$ cat config.mk
export PLATFORM = sky130hd
export DESIGN_NAME = epoch_seconds_to_calendar_unit
export DESIGN_NICKNAME = d
export VERILOG_FILES = /design/src/rtl/esc_pkg.sv /design/src/rtl/esc_alu.sv /design/src/rtl/esc_seq.sv /design/src/rtl/epoch_seconds_to_calendar_unit.sv
export SDC_FILE = /design/constraint.sdc
export NUM_CORES = 1
export LEC_CHECK = 0
export ABC_AREA = 1
export BUFFER_PORTS_ARGS = -buffer_cell sky130_fd_sc_hd__buf_2
export CAP_MARGIN = 40
export CORE_ASPECT_RATIO = 0.7
export CORE_MARGIN = 4
export CORE_UTILIZATION = 49
export CTS_BUF_LIST = sky130_fd_sc_hd__clkbuf_4 sky130_fd_sc_hd__clkbuf_8
export DETAILED_ROUTE_END_ITERATION = 16
export HOLD_SLACK_MARGIN = 0.03
export PLACE_DENSITY = 0.65
export SKIP_CTS_REPAIR_TIMING = 1
export SYNTH_ARGS = -nofsm -noshare
export SYNTH_HDL_FRONTEND = slang
export SYNTH_HIERARCHICAL = 1
export SYNTH_SLANG_ARGS = --single-unit
$ cat constraint.sdc
create_clock -name clk -period 7 [get_ports clk]
set_input_delay 1.05 -clock clk [delete_from_list [all_inputs] [get_ports clk]]
set_output_delay 1.05 -clock clk [all_outputs]
set_load 0.005 [all_outputs]
$ cat src/rtl/esc_pkg.sv
package esc_pkg;

    // calendar constants
    localparam int unsigned SEC_PER_DAY       = 24 * 60 * 60;
    localparam int unsigned SEC_PER_HOUR      = 3600;
    localparam int unsigned SEC_PER_MIN       = 60;
    localparam int unsigned FIRST_YEAR        = 1970;
    localparam int unsigned BASE_YEAR         = 1968;
    localparam int unsigned DAYS_COMMON       = 365;
    localparam int unsigned DAYS_LEAP         = 366;
    localparam int unsigned DAYS_QUAD         = 3 * DAYS_COMMON + DAYS_LEAP;
    localparam int unsigned DAYS_BEFORE_FIRST = DAYS_LEAP + DAYS_COMMON;
    localparam int unsigned EPOCH_WEEKDAY     = 4;
    localparam int unsigned TOTAL_DAYS        = 47482;
    localparam int unsigned LAST_MONTH_IDX    = 11;

    // field widths
    localparam int unsigned EPOCH_W  = 32;
    localparam int unsigned ZONE_W   = 12;
    localparam int unsigned YEAR_W   = 12;
    localparam int unsigned MONTH_W  = 4;
    localparam int unsigned DAY_W    = 5;
    localparam int unsigned HOUR_W   = 5;
    localparam int unsigned MINUTE_W = 6;
    localparam int unsigned SECOND_W = 6;
    localparam int unsigned WDAY_W   = 3;

    // one finished conversion, handed from the sequencer to the top level
    typedef struct packed {
        logic [YEAR_W-1:0]   year;
        logic [MONTH_W-1:0]  month;
        logic [DAY_W-1:0]    day;
        logic [HOUR_W-1:0]   hour;
        logic [MINUTE_W-1:0] minute;
        logic [SECOND_W-1:0] second;
        logic [WDAY_W-1:0]   weekday;
    } esc_result_t;

    // days in month, month counted from 0
    function automatic logic [DAY_W-1:0] month_len(input logic [MONTH_W-1:0] month,
                                                   input logic leap);
        logic [DAY_W-1:0] len;
        case (month) inside
            4'd1:                   len = leap ? 5'd29 : 5'd28;
            4'd3, 4'd5, 4'd8, 4'd10: len = 5'd30;
            default:                len = 5'd31;
        endcase
        return len;
    endfunction

endpackage

$ cat src/rtl/esc_alu.sv
module esc_alu (
    input  logic [esc_pkg::EPOCH_W-1:0] a,
    input  logic [esc_pkg::EPOCH_W-1:0] b,
    output logic [esc_pkg::EPOCH_W-1:0] diff,
    output logic                        ge
);
    import esc_pkg::*;

    logic [EPOCH_W:0] wide_diff;

    // trial subtract, the borrow tells whether b fits into a
    assign wide_diff = {1'b0, a} - {1'b0, b};
    assign diff      = wide_diff[EPOCH_W-1:0];
    assign ge        = ~wide_diff[EPOCH_W];

endmodule

$ cat src/rtl/esc_seq.sv
module esc_seq (
    input  logic                        clk,
    input  logic                        rst_n,
    input  logic                        load,
    input  logic [esc_pkg::EPOCH_W-1:0] load_value,
    output logic                        busy,
    output logic                        fin,
    output esc_pkg::esc_result_t        result
);
    import esc_pkg::*;

    localparam logic [2:0] ST_IDLE  = 3'd0;
    localparam logic [2:0] ST_DIVD  = 3'd1;
    localparam logic [2:0] ST_HOUR  = 3'd2;
    localparam logic [2:0] ST_MIN   = 3'd3;
    localparam logic [2:0] ST_WDAY  = 3'd4;
    localparam logic [2:0] ST_QUAD  = 3'd5;
    localparam logic [2:0] ST_YEAR  = 3'd6;
    localparam logic [2:0] ST_MONTH = 3'd7;

    localparam int unsigned DAYS_W = 16;

    logic [2:0]          state_reg, state_next;
    logic [3:0]          cnt_reg, cnt_next;
    logic [EPOCH_W-1:0]  work_reg, work_next;
    logic [DAYS_W-1:0]   quot_reg, quot_next;
    logic [DAYS_W-1:0]   days_reg, days_next;
    logic [HOUR_W-1:0]   hour_reg, hour_next;
    logic [MINUTE_W-1:0] minute_reg, minute_next;
    logic [SECOND_W-1:0] second_reg, second_next;
    logic [WDAY_W-1:0]   wday_reg, wday_next;
    logic [YEAR_W-1:0]   year_reg, year_next;
    logic                leap_reg, leap_next;

    logic [EPOCH_W-1:0] operand;
    logic [EPOCH_W-1:0] diff;
    logic               ge;
    logic [EPOCH_W-1:0] rem_next;
    logic [DAYS_W-1:0]  quot_shift;
    logic               last_step;

    // divisor or length for the current step
    always_comb
    begin
        unique case (state_reg)
            ST_DIVD:  operand = 32'(SEC_PER_DAY) << cnt_reg;
            ST_HOUR:  operand = 32'(SEC_PER_HOUR) << cnt_reg;
            ST_MIN:   operand = 32'(SEC_PER_MIN) << cnt_reg;
            ST_WDAY:  operand = 32'(7) << cnt_reg;
            ST_QUAD:  operand = 32'(DAYS_QUAD) << cnt_reg;
            ST_YEAR:  operand = (cnt_reg == 4'd0) ? 32'(DAYS_LEAP) : 32'(DAYS_COMMON);
            ST_MONTH: operand = 32'(month_len(cnt_reg, leap_reg));
            default:  operand = '0;
        endcase
    end

    // the one shared subtract and compare unit
    esc_alu u_alu (
        .a    (work_reg),
        .b    (operand),
        .diff (diff),
        .ge   (ge)
    );

    assign rem_next   = ge ? diff : work_reg;
    assign quot_shift = {quot_reg[DAYS_W-2:0], ge};
    assign last_step  = (cnt_reg == 4'd0);

    // sequencer: day split, time of day, weekday, four-year blocks, years, months
    always_comb
    begin
        state_next  = state_reg;
        cnt_next    = cnt_reg;
        work_next   = work_reg;
        quot_next   = quot_reg;
        days_next   = days_reg;
        hour_next   = hour_reg;
        minute_next = minute_reg;
        second_next = second_reg;
        wday_next   = wday_reg;
        year_next   = year_reg;
        leap_next   = leap_reg;
        fin         = 1'b0;
        unique case (state_reg)
            ST_IDLE:
            begin
                if (load)
                begin
                    work_next  = load_value;
                    quot_next  = '0;
                    cnt_next   = 4'd15;
                    state_next = ST_DIVD;
                end
            end
            ST_DIVD:
            begin
                work_next = rem_next;
                quot_next = quot_shift;
                cnt_next  = cnt_reg - 4'd1;
                if (last_step)
                begin
                    days_next  = quot_shift;
                    quot_next  = '0;
                    cnt_next   = 4'd4;
                    state_next = ST_HOUR;
                end
            end
            ST_HOUR:
            begin
                work_next = rem_next;
                quot_next = quot_shift;
                cnt_next  = cnt_reg - 4'd1;
                if (last_step)
                begin
                    hour_next  = quot_shift[HOUR_W-1:0];
                    quot_next  = '0;
                    cnt_next   = 4'd5;
                    state_next = ST_MIN;
                end
            end
            ST_MIN:
            begin
                work_next = rem_next;
                quot_next = quot_shift;
                cnt_next  = cnt_reg - 4'd1;
                if (last_step)
                begin
                    minute_next = quot_shift[MINUTE_W-1:0];
                    second_next = rem_next[SECOND_W-1:0];
                    work_next   = 32'(days_reg) + 32'(EPOCH_WEEKDAY);
                    quot_next   = '0;
                    cnt_next    = 4'd12;
                    state_next  = ST_WDAY;
                end
            end
            ST_WDAY:
            begin
                work_next = rem_next;
                cnt_next  = cnt_reg - 4'd1;
                if (last_step)
                begin
                    wday_next  = rem_next[WDAY_W-1:0];
                    work_next  = 32'(days_reg) + 32'(DAYS_BEFORE_FIRST);
                    quot_next  = '0;
                    cnt_next   = 4'd5;
                    state_next = ST_QUAD;
                end
            end
            ST_QUAD:
            begin
                work_next = rem_next;
                quot_next = quot_shift;
                cnt_next  = cnt_reg - 4'd1;
                if (last_step)
                begin
                    year_next  = 12'(BASE_YEAR) + {4'b0000, quot_shift[5:0], 2'b00};
                    cnt_next   = 4'd0;
                    state_next = ST_YEAR;
                end
            end
            ST_YEAR:
            begin
                // leap year first in each block of four, then common years
                if (ge)
                begin
                    work_next = diff;
                    cnt_next  = cnt_reg + 4'd1;
                end
                else
                begin
                    year_next  = year_reg + {8'h00, cnt_reg};
                    leap_next  = (cnt_reg == 4'd0);
                    cnt_next   = 4'd0;
                    state_next = ST_MONTH;
                end
            end
            ST_MONTH:
            begin
                if (ge && (cnt_reg != 4'(LAST_MONTH_IDX)))
                begin
                    work_next = diff;
                    cnt_next  = cnt_reg + 4'd1;
                end
                else
                begin
                    fin        = 1'b1;
                    state_next = ST_IDLE;
                end
            end
            default:
            begin
                state_next = ST_IDLE;
            end
        endcase
    end

    // control state
    always_ff @(posedge clk or negedge rst_n)
    begin
        if (!rst_n)
        begin
            state_reg <= ST_IDLE;
            cnt_reg   <= '0;
        end
        else
        begin
            state_reg <= state_next;
            cnt_reg   <= cnt_next;
        end
    end

    // working and partial result registers
    always_ff @(posedge clk)
    begin
        work_reg   <= work_next;
        quot_reg   <= quot_next;
        days_reg   <= days_next;
        hour_reg   <= hour_next;
        minute_reg <= minute_next;
        second_reg <= second_next;
        wday_reg   <= wday_next;
        year_reg   <= year_next;
        leap_reg   <= leap_next;
    end

    // finished fields, valid while fin is high
    always_comb
    begin
        result.year    = year_reg;
        result.month   = cnt_reg + 4'd1;
        result.day     = work_reg[DAY_W-1:0] + 5'd1;
        result.hour    = hour_reg;
        result.minute  = minute_reg;
        result.second  = second_reg;
        result.weekday = wday_reg;
    end

    assign busy = (state_reg != ST_IDLE);

endmodule

$ cat src/rtl/epoch_seconds_to_calendar_unit.sv
// channel   | ports                                            | transfer
// ----------+--------------------------------------------------+---------------------------
// config    | zone_wr_en, zone_offset_minutes                  | any edge with zone_wr_en
// input     | start, busy, epoch_seconds                       | edge with start && !busy
// result    | done, cal_year .. week_day, range_error          | edge ending the done cycle
//
// one conversion runs from transfer to done; busy stays high meanwhile
// the serial subtract unit works in steps: 16 day-split steps, 11 for hour and minute,
// 13 for weekday, 6 for four-year blocks, up to 4 year and 12 month steps
// done rises at the edge where busy falls; a new start is taken at the edge ending done
// reset clears the zone offset to zero and returns the sequencer to idle
// the result receiver cannot stall; each result is shown for one cycle only
module epoch_seconds_to_calendar_unit (
    input  logic                               clk,
    input  logic                               rst_n,
    input  logic                               zone_wr_en,
    input  logic signed [esc_pkg::ZONE_W-1:0]  zone_offset_minutes,
    input  logic                               start,
    input  logic [esc_pkg::EPOCH_W-1:0]        epoch_seconds,
    output logic                               busy,
    output logic                               done,
    output logic [esc_pkg::YEAR_W-1:0]         cal_year,
    output logic [esc_pkg::MONTH_W-1:0]        cal_month,
    output logic [esc_pkg::DAY_W-1:0]          cal_day,
    output logic [esc_pkg::HOUR_W-1:0]         clock_hour,
    output logic [esc_pkg::MINUTE_W-1:0]       clock_minute,
    output logic [esc_pkg::SECOND_W-1:0]       clock_second,
    output logic [esc_pkg::WDAY_W-1:0]         week_day,
    output logic                               range_error
);
    import esc_pkg::*;

    localparam int unsigned LOCAL_W = EPOCH_W + 2;
    localparam logic [EPOCH_W:0] MAX_LOCAL =
        33'(longint'(TOTAL_DAYS) * longint'(SEC_PER_DAY) - 64'sd1);

    logic signed [ZONE_W-1:0]  zone_reg;
    logic signed [LOCAL_W-1:0] offset_sec;
    logic signed [LOCAL_W-1:0] local_time;
    logic                      below;
    logic                      above;
    logic [EPOCH_W-1:0]        clamped;
    logic                      accept;
    logic                      err_reg;
    logic                      done_reg;
    logic                      seq_busy;
    logic                      seq_fin;
    esc_result_t               seq_result;
    esc_result_t               out_reg;

    // zone offset register
    always_ff @(posedge clk or negedge rst_n)
    begin
        if (!rst_n)
        begin
            zone_reg <= '0;
        end
        else if (zone_wr_en)
        begin
            zone_reg <= zone_offset_minutes;
        end
    end

    // local time and clamp into the supported range
    assign offset_sec = LOCAL_W'(zone_reg) * LOCAL_W'(SEC_PER_MIN);
    assign local_time = $signed({2'b00, epoch_seconds}) + offset_sec;
    assign below      = local_time[LOCAL_W-1];
    assign above      = !below && (local_time[EPOCH_W:0] > MAX_LOCAL);
    assign clamped    = below ? '0 :
                        above ? MAX_LOCAL[EPOCH_W-1:0] : local_time[EPOCH_W-1:0];

    assign accept = start && !seq_busy;

    esc_seq u_seq (
        .clk        (clk),
        .rst_n      (rst_n),
        .load       (accept),
        .load_value (clamped),
        .busy       (seq_busy),
        .fin        (seq_fin),
        .result     (seq_result)
    );

    // range flag travels beside the sequencer
    always_ff @(posedge clk)
    begin
        if (accept)
        begin
            err_reg <= below || above;
        end
    end

    // result strobe
    always_ff @(posedge clk or negedge rst_n)
    begin
        if (!rst_n)
        begin
            done_reg <= 1'b0;
        end
        else
        begin
            done_reg <= seq_fin;
        end
    end

    // result registers
    always_ff @(posedge clk)
    begin
        if (seq_fin)
        begin
            out_reg     <= seq_result;
            range_error <= err_reg;
        end
    end

    assign busy         = seq_busy;
    assign done         = done_reg;
    assign cal_year     = out_reg.year;
    assign cal_month    = out_reg.month;
    assign cal_day      = out_reg.day;
    assign clock_hour   = out_reg.hour;
    assign clock_minute = out_reg.minute;
    assign clock_second = out_reg.second;
    assign week_day     = out_reg.weekday;

endmodule

# --- Word level (Yosys, flattened, before mapping) ---
# Index checks and enable logic that the tools add are counted.
# Widths: inputs -> output; s select.
totals:
  in_bits: 48
  wordCells: 124
  output_inout_bits: 44
  ff_bits: 159
classes:
  n_mul: 1
  shift: 5
  n_mux: 39
  reduce_logical: 24
  n_eq_ne: 22
  bitwise: 1
  order_cmp: 1
  add_sub_neg: 9
ops:
  columns: ["cell", "count"]
  rows:
  - ["$mux 32", 7]
  - ["$pmux 32 s7", 1]
  - ["$pmux 32 s5", 1]
  - ["$pmux 15 s4", 1]
  - ["$mux 15", 3]
  - ["$add 33x34->34", 1]
  - ["$mul 34x4->32 const B", 1]
  - ["$gt 33x32->1 const B", 1]
  - ["$sub 32x32->33", 1]
  - ["$shl 11x4->32 const A", 1]
  - ["$shl 12x4->32 const A", 1]
  - ["$shl 17x4->32 const A", 1]
  - ["$shl 3x4->32 const A", 1]
  - ["$shl 6x4->32 const A", 1]
  - ["$mux 4", 7]
  - ["$pmux 4 s7", 1]
  - ["$mux 12", 2]
  - ["$mux 3", 8]
  - ["$pmux 12 s2", 1]
  - ["$pmux 3 s8", 1]
  - ["$add 16x10->17 const B", 1]
  - ["$add 16x3->17 const B", 1]
  - ["$add 11x8->12 const A", 1]
  - ["$add 12x4->12", 1]
  - ["other kinds (31)", 56]

# --- Longest topological paths before layout ---
logic_depth:
  word_depth: 10
  depth_mapped: 37
  depth_no_buf: 35

# --- Cells and area by module ---
# Netlist, hierarchy kept.
modules_own_cells:
  columns: ["mod", "seq_area_each_um2", "cells_per_inst", "area_each_um2", "n_inst"]
  rows:
  - ["esc_seq", 3057.9, 961, 7363.3, 1]
  - ["epoch_seconds_to_calendar_unit", 1616.6, 918, 6227.2, 1]
  - ["esc_alu", 0.0, 547, 2558.7, 1]

# --- Worst setup path after synthesis ---
# OpenSTA, ideal clock, no wires.
synth_path:
  path_type: "register -> register"
  start: "register zone_reg[4]"
  end: "register u_seq.work_reg[16] (data pin)"
  setup_slack_ns: 1.974
  t_required_ns: 6.735
  path_buffers: 1
  synth_period_minus_slack_ns: 5.026
  t_arrival_ns: 4.762
  setup_time_ns: 0.265
  stages_incl_launch_ff: 34
  path_cell_list: "dfrtp_1 -> inv_1 -> fa_1 -> fa_1 -> inv_1 -> ha_1 -> a21oi_1 -> and2_1 -> inv_1 -> a21o_1 -> a21o_1 -> a21oi_1 -> xor2_1 -> inv_1 -> ha_1 -> nand2_1 -> inv_2 -> nand2_1 -> inv_1 -> a21oi_2 -> nand2_1 -> nand2_1 -> nand2_1 -> nand2_1 -> nand2_1 -> nor2_1 -> nand2_2 -> nor2_4 -> nand2_1 -> nand4_1 -> buf_4 -> nor2_2 -> nand2_1 -> nand4_1"
synth_via:
  elab_chain_cells: 8
  word_cells_on_any_way: 9
  classes_between: "add/sub (1); mul (1); order compare (1); mux (4); reduce/logical (2)"
synth_rtl:
  columns: ["element", "line_no", "source"]
  rows:
  - ["start: declaration", "epoch_seconds_to_calendar_unit.sv:37", "logic signed [ZONE_W-1:0] zone_reg;"]
  - ["start signal: assignment", "epoch_seconds_to_calendar_unit.sv:60", "zone_reg <= zone_offset_minutes;"]
  - ["$mul 34x4->32 (*)", "epoch_seconds_to_calendar_unit.sv:65", "assign offset_sec = LOCAL_W'(zone_reg) * LOCAL_W'(SEC_PER_MIN);"]
  - ["$add 33x34->34 (*)", "epoch_seconds_to_calendar_unit.sv:66", "assign local_time = $signed({2'b00, epoch_seconds}) + offset_sec;"]
  - ["$gt 33x32->1 or $logic_not 1->1 (tied branches)", "epoch_seconds_to_calendar_unit.sv:68", "assign above = !below && (local_time[EPOCH_W:0] > MAX_LOCAL);"]
  - ["$logic_and 1x1->1", "epoch_seconds_to_calendar_unit.sv:68", null]
  - ["$mux 32", "epoch_seconds_to_calendar_unit.sv:70", "above ? MAX_LOCAL[EPOCH_W-1:0] : local_time[EPOCH_W-1:0];"]
  - ["$mux 32 (*)", "epoch_seconds_to_calendar_unit.sv:69", "assign clamped = below ? '0 :"]
  - ["net clamped[16]", "epoch_seconds_to_calendar_unit.sv:42", "logic [EPOCH_W-1:0] clamped;"]
  - ["$mux 32 (*)", "esc_seq.sv:87", "if (load)"]
  - ["$pmux 32 s5 (*)", "esc_seq.sv:84", "unique case (state_reg)"]
  - ["net u_seq.work_next[16]", "esc_seq.sv:25", "logic [EPOCH_W-1:0] work_reg, work_next;"]
  - ["end signal: assignment", "esc_seq.sv:215", "work_reg <= work_next;"]
  - ["end: declaration", "esc_seq.sv:25", null]
# Mark *: on every way through the listed nets, which the timed path passes. The rest lies on a longest branch. The select of a mux whose other input is x is not followed.
# A chain may end at the register's enable or synchronous reset.

# --- Worst setup path in the final report ---
layout_path:
  start: "register zone_reg[6]"
  end: "register u_seq.work_reg[25] (data pin)"
# The elaborated chain is that of the path after synthesis.

==> results.md <==
| Step | Item | Value |
|---|---|---|
| floorplan | I/O pin count | 92 |
| critical path | Largest fanout on the critical path | 20 |
| critical path | Depth of the worst register-to-register path | 31 |
| logic synthesis | Yosys top cell by area | edfxtp_1 |
| clocking | CTS tree | yes |
| critical path | Launching element type of the critical path | flop |
| floorplan | CORE AREA | 32400 um^2 |
| logic synthesis | Post-synth top area share | 0.258 |
| clocking | Source-to-sink clock delay at the later pin of the worst-skew pair | 0.50 ns |
| grt | Gr ovfl total | 0 |
| finish | Share of cells above drive strength 1 | 0.104 |
| run | Number of maximum-capacitance violations | 0 |
| logic synthesis | Number of synthesized flops with an enable pin | 139 |
| floorplan | Horizontal extent of the die | 225 um |
| finish | Most common library cell in the layout ignoring fill and taps | nand2_1 |
| logic synthesis | Fraction of registers with async set or reset after synthesis | 0.126 |
| timing | Total Neg Setup Slack | 0 ns |
| timing | Setup clock skew after layout | 0.0197 ns |
| detailed routing | Total via count after detailed routing | 15700 |
| timing | FMAX | 159 MHz |
| finish | # diodes | 0 |
| floorplan | Rows | 55 |
| finish | Commonest cells after routing, fill and taps aside | nand2_1 (798), inv_1 (432), nor2_1 (222) |
| logic synthesis | Net Count, Synth | 2603 |
| critical path | Worst-path cell with the longest stage delay | fa_1 |
| floorplan | Vertical die dimension | 160 um |
| critical path | Delay of the slowest critical-path stage | 0.51 ns |
| placed design | Half-perimeter wire length after detailed placement | 40300 um |
| critical path | Launch point of the worst path | zone_reg[6]$_DFFE_PN0P_ |
| placed design | Port bufs | 91 |
| timing | Hold violation total from the final report | 0 |
| clocking | Number of clock sinks | 159 |
| logic synthesis | Sequential share of the synthesized area | 0.289 |
| floorplan | Die ar. | 36000 um^2 |
| finish | Signed area change from the synthesized netlist to the final layout | 7.48% |
| critical path | Worst path bufs/invs | 4 |
| detailed routing | Via-to-Cell Ratio | 5.33 |
| grt | Number of antenna violations at the first check in global routing | 0 |
| grt | Number of global-route vias before repair | 13900 |
| clocking | Clock buffers created by TritonCTS | 17 |
| finish | Number of flip-flops under the largest register name | 32 |
| timing | Unrepaired setup endpoints after global routing | false |
| logic synthesis | Synth Cell Area | 16100 um^2 |
| min path | Worst min-delay path startpoint | u_seq/minute_reg[4]$_DFFE_PP_ |
| critical path | Worst setup path category | reg -> reg |
| logic synthesis | Top post-synthesis cells by area | edfxtp_1 (26%), nand2_1 (19%), inv_1 (10%) |
| min path | Worst hold-check path type | reg -> reg |
| detailed routing | Pre-antenna DRT Iters | 6 |
| detailed routing | Wirelength per Cell | 16.8 um |
| critical path | Arrival time at the worst endpoint | 6.52 ns |
| finish | Net count of the finished layout | 2675 |
| logic synthesis | Synth cell types | 57 |
| clocking | Maximum clock path buffer count | 2 |
| grt | First-pass GRT wire length | 77600 um |
| critical path | Reg2Reg Launch Point | zone_reg[6]$_DFFE_PN0P_ |
| floorplan | Initial Util | 0.498 |
| status | Result of the run | completed |
| detailed routing | Residual antenna-violating net count after detailed routing | 0 |
| detailed routing | Iteration-0 DRC Markers | 2040 |
| timing | Final worst path period share | 0.897 |
| logic synthesis | Number of instances in the synthesized netlist | 2426 |
| grt | Total routing usage reported by global routing | 0.272 |
| clocking | Clock-pin transition on the worst setup and hold timing paths | 0.10 ns |
| logic synthesis | Primary FF master, synth | edfxtp_1 |
| critical path | Crit path capture type | flop |
| timing | Number of setup violations in the final report | 0 |
| critical path | Worst path required time | 7.24 ns |
| placed design | Final GP Congestion | 0.945 |
| logic synthesis | Number of warnings printed during yosys synthesis | 6 |
| grt | Maximum number of pins on one net before global-route repair | 37 |
| timing | Worst Tran Pin Value | 0.786 ns |
| detailed routing | Count of unresolved DRC violations after routing | 0 |
| min path | Number of instances on the worst hold path | 0 |
| timing | Final critical path time including I/O delays and setup | 6.28 ns |
| detailed routing | Drt total wl | 49400 um |
| clocking | Depth of the CTS H-tree | 4 |
| timing | Final number of max-transition violations | 0 |
| logic synthesis | Number of flip-flops and latches in the synthesized netlist | 159 |
| critical path | Cell depth of the worst setup path | 31 |
| critical path | Cell family with most CP delay | simple AND/OR/NAND/NOR gates |
| clocking | Buffer type at the clock tree root | clkbuf_8 |
| timing | Normalized max-slew margin | 0.476 |
| logic synthesis | Average footprint of a synthesized cell | 6.66 um^2 |
[path summary, 6_finish.rpt]
check	to	slack (ns)
setup / recovery	u_seq/work_reg[25]$_DFFE_PP_	0.72
hold / removal	clock_minute[4]$_DFFE_PP_	0.42
setup reg to reg	u_seq/work_reg[25]$_DFFE_PP_	0.72
hold reg to reg	clock_minute[4]$_DFFE_PP_	0.42
max in group asynchronous	u_seq/cnt_reg[3]$_DFFE_PN0P_	5.97
min in group asynchronous	zone_reg[8]$_DFFE_PN0P_	0.57
[per-stage QoR]
stage	cell area, um^2	instances	util	hold WS, ns	worst slack [ns]
2_1_floorplan	16100	2426	-	0.400	1.97
3_3_place_gp	16900	2904	0.523	0.404	0.666
3_5_place_dp	16900	2904	0.523	0.405	0.522
4_1_cts	17300	2936	0.535	0.423	0.515
5_1_grt	17400	2938	0.536	0.436	0.221
6_report	17400	2938	0.536	0.418	0.723
[Yosys cell counts (13+ instances only)]
cell / instances
nor3_1: 20
inv_1: 433
ha_1: 105
nand2_2: 30
nor2_2: 23
a21oi_1: 101
buf_2: 26
nor2_1: 222
nand2_1: 798
edfxtp_1: 139
inv_2: 22
xor2_1: 36
nand4_1: 42
dfrtp_1: 20
nand3_1: 140
o21ai_0: 61
o21ai_1: 27
a221oi_2: 13
fa_1: 24
[layout make-up]
cell class              instances  area, um^2
clock inverters                14         148
fillers                      3244       15100
multi-input cells            1758        9470
well taps                     427         534
flip-flops and latches        159        4670
inverters                     457        1720
repair buffers                105         573
clock buffers                  18         241
[worst reg2reg max path, delay by kind of cell, from the launching register on]
family          cells  cell delay (ns)
simple gates       18             2.29
buf+inv             4             0.56
flops               1             0.39
xor+xnor            1             0.15
compound gates      4             0.88
fa+ha+maj           4             1.74
[per-layer routing]
metal / part of all wire / global-route usage / up-vias / wire [um]
li1: - / - / 7816 / -
met1: 0.51 / 0.454 / 7209 / 25400
met2: 0.37 / 0.354 / 620 / 18500
met3: 0.10 / 0.0658 / 24 / 5110
met5: 0 / 0 / - / 0
met4: 0.0073 / 0.0395 / 0 / 363
[logic make-up (layout without fill, tap and decap cells)]
group,Yosys count,count (layout),synth area share
adders and majority gates,129,129,0.111
DFF,159,159,0.289
xor gates and xnor gates,45,45,0.0244
and+or+nand+nor,1327,1327,0.352
buffers and inverters,509,594,0.125
muxes,5,5,0.00318
AOI/OAI and AO/OA,252,252,0.0949
Power is left out: the tool's default activity adds up to more than one toggle a clock period on the data nets, which glitch-free logic cannot reach.
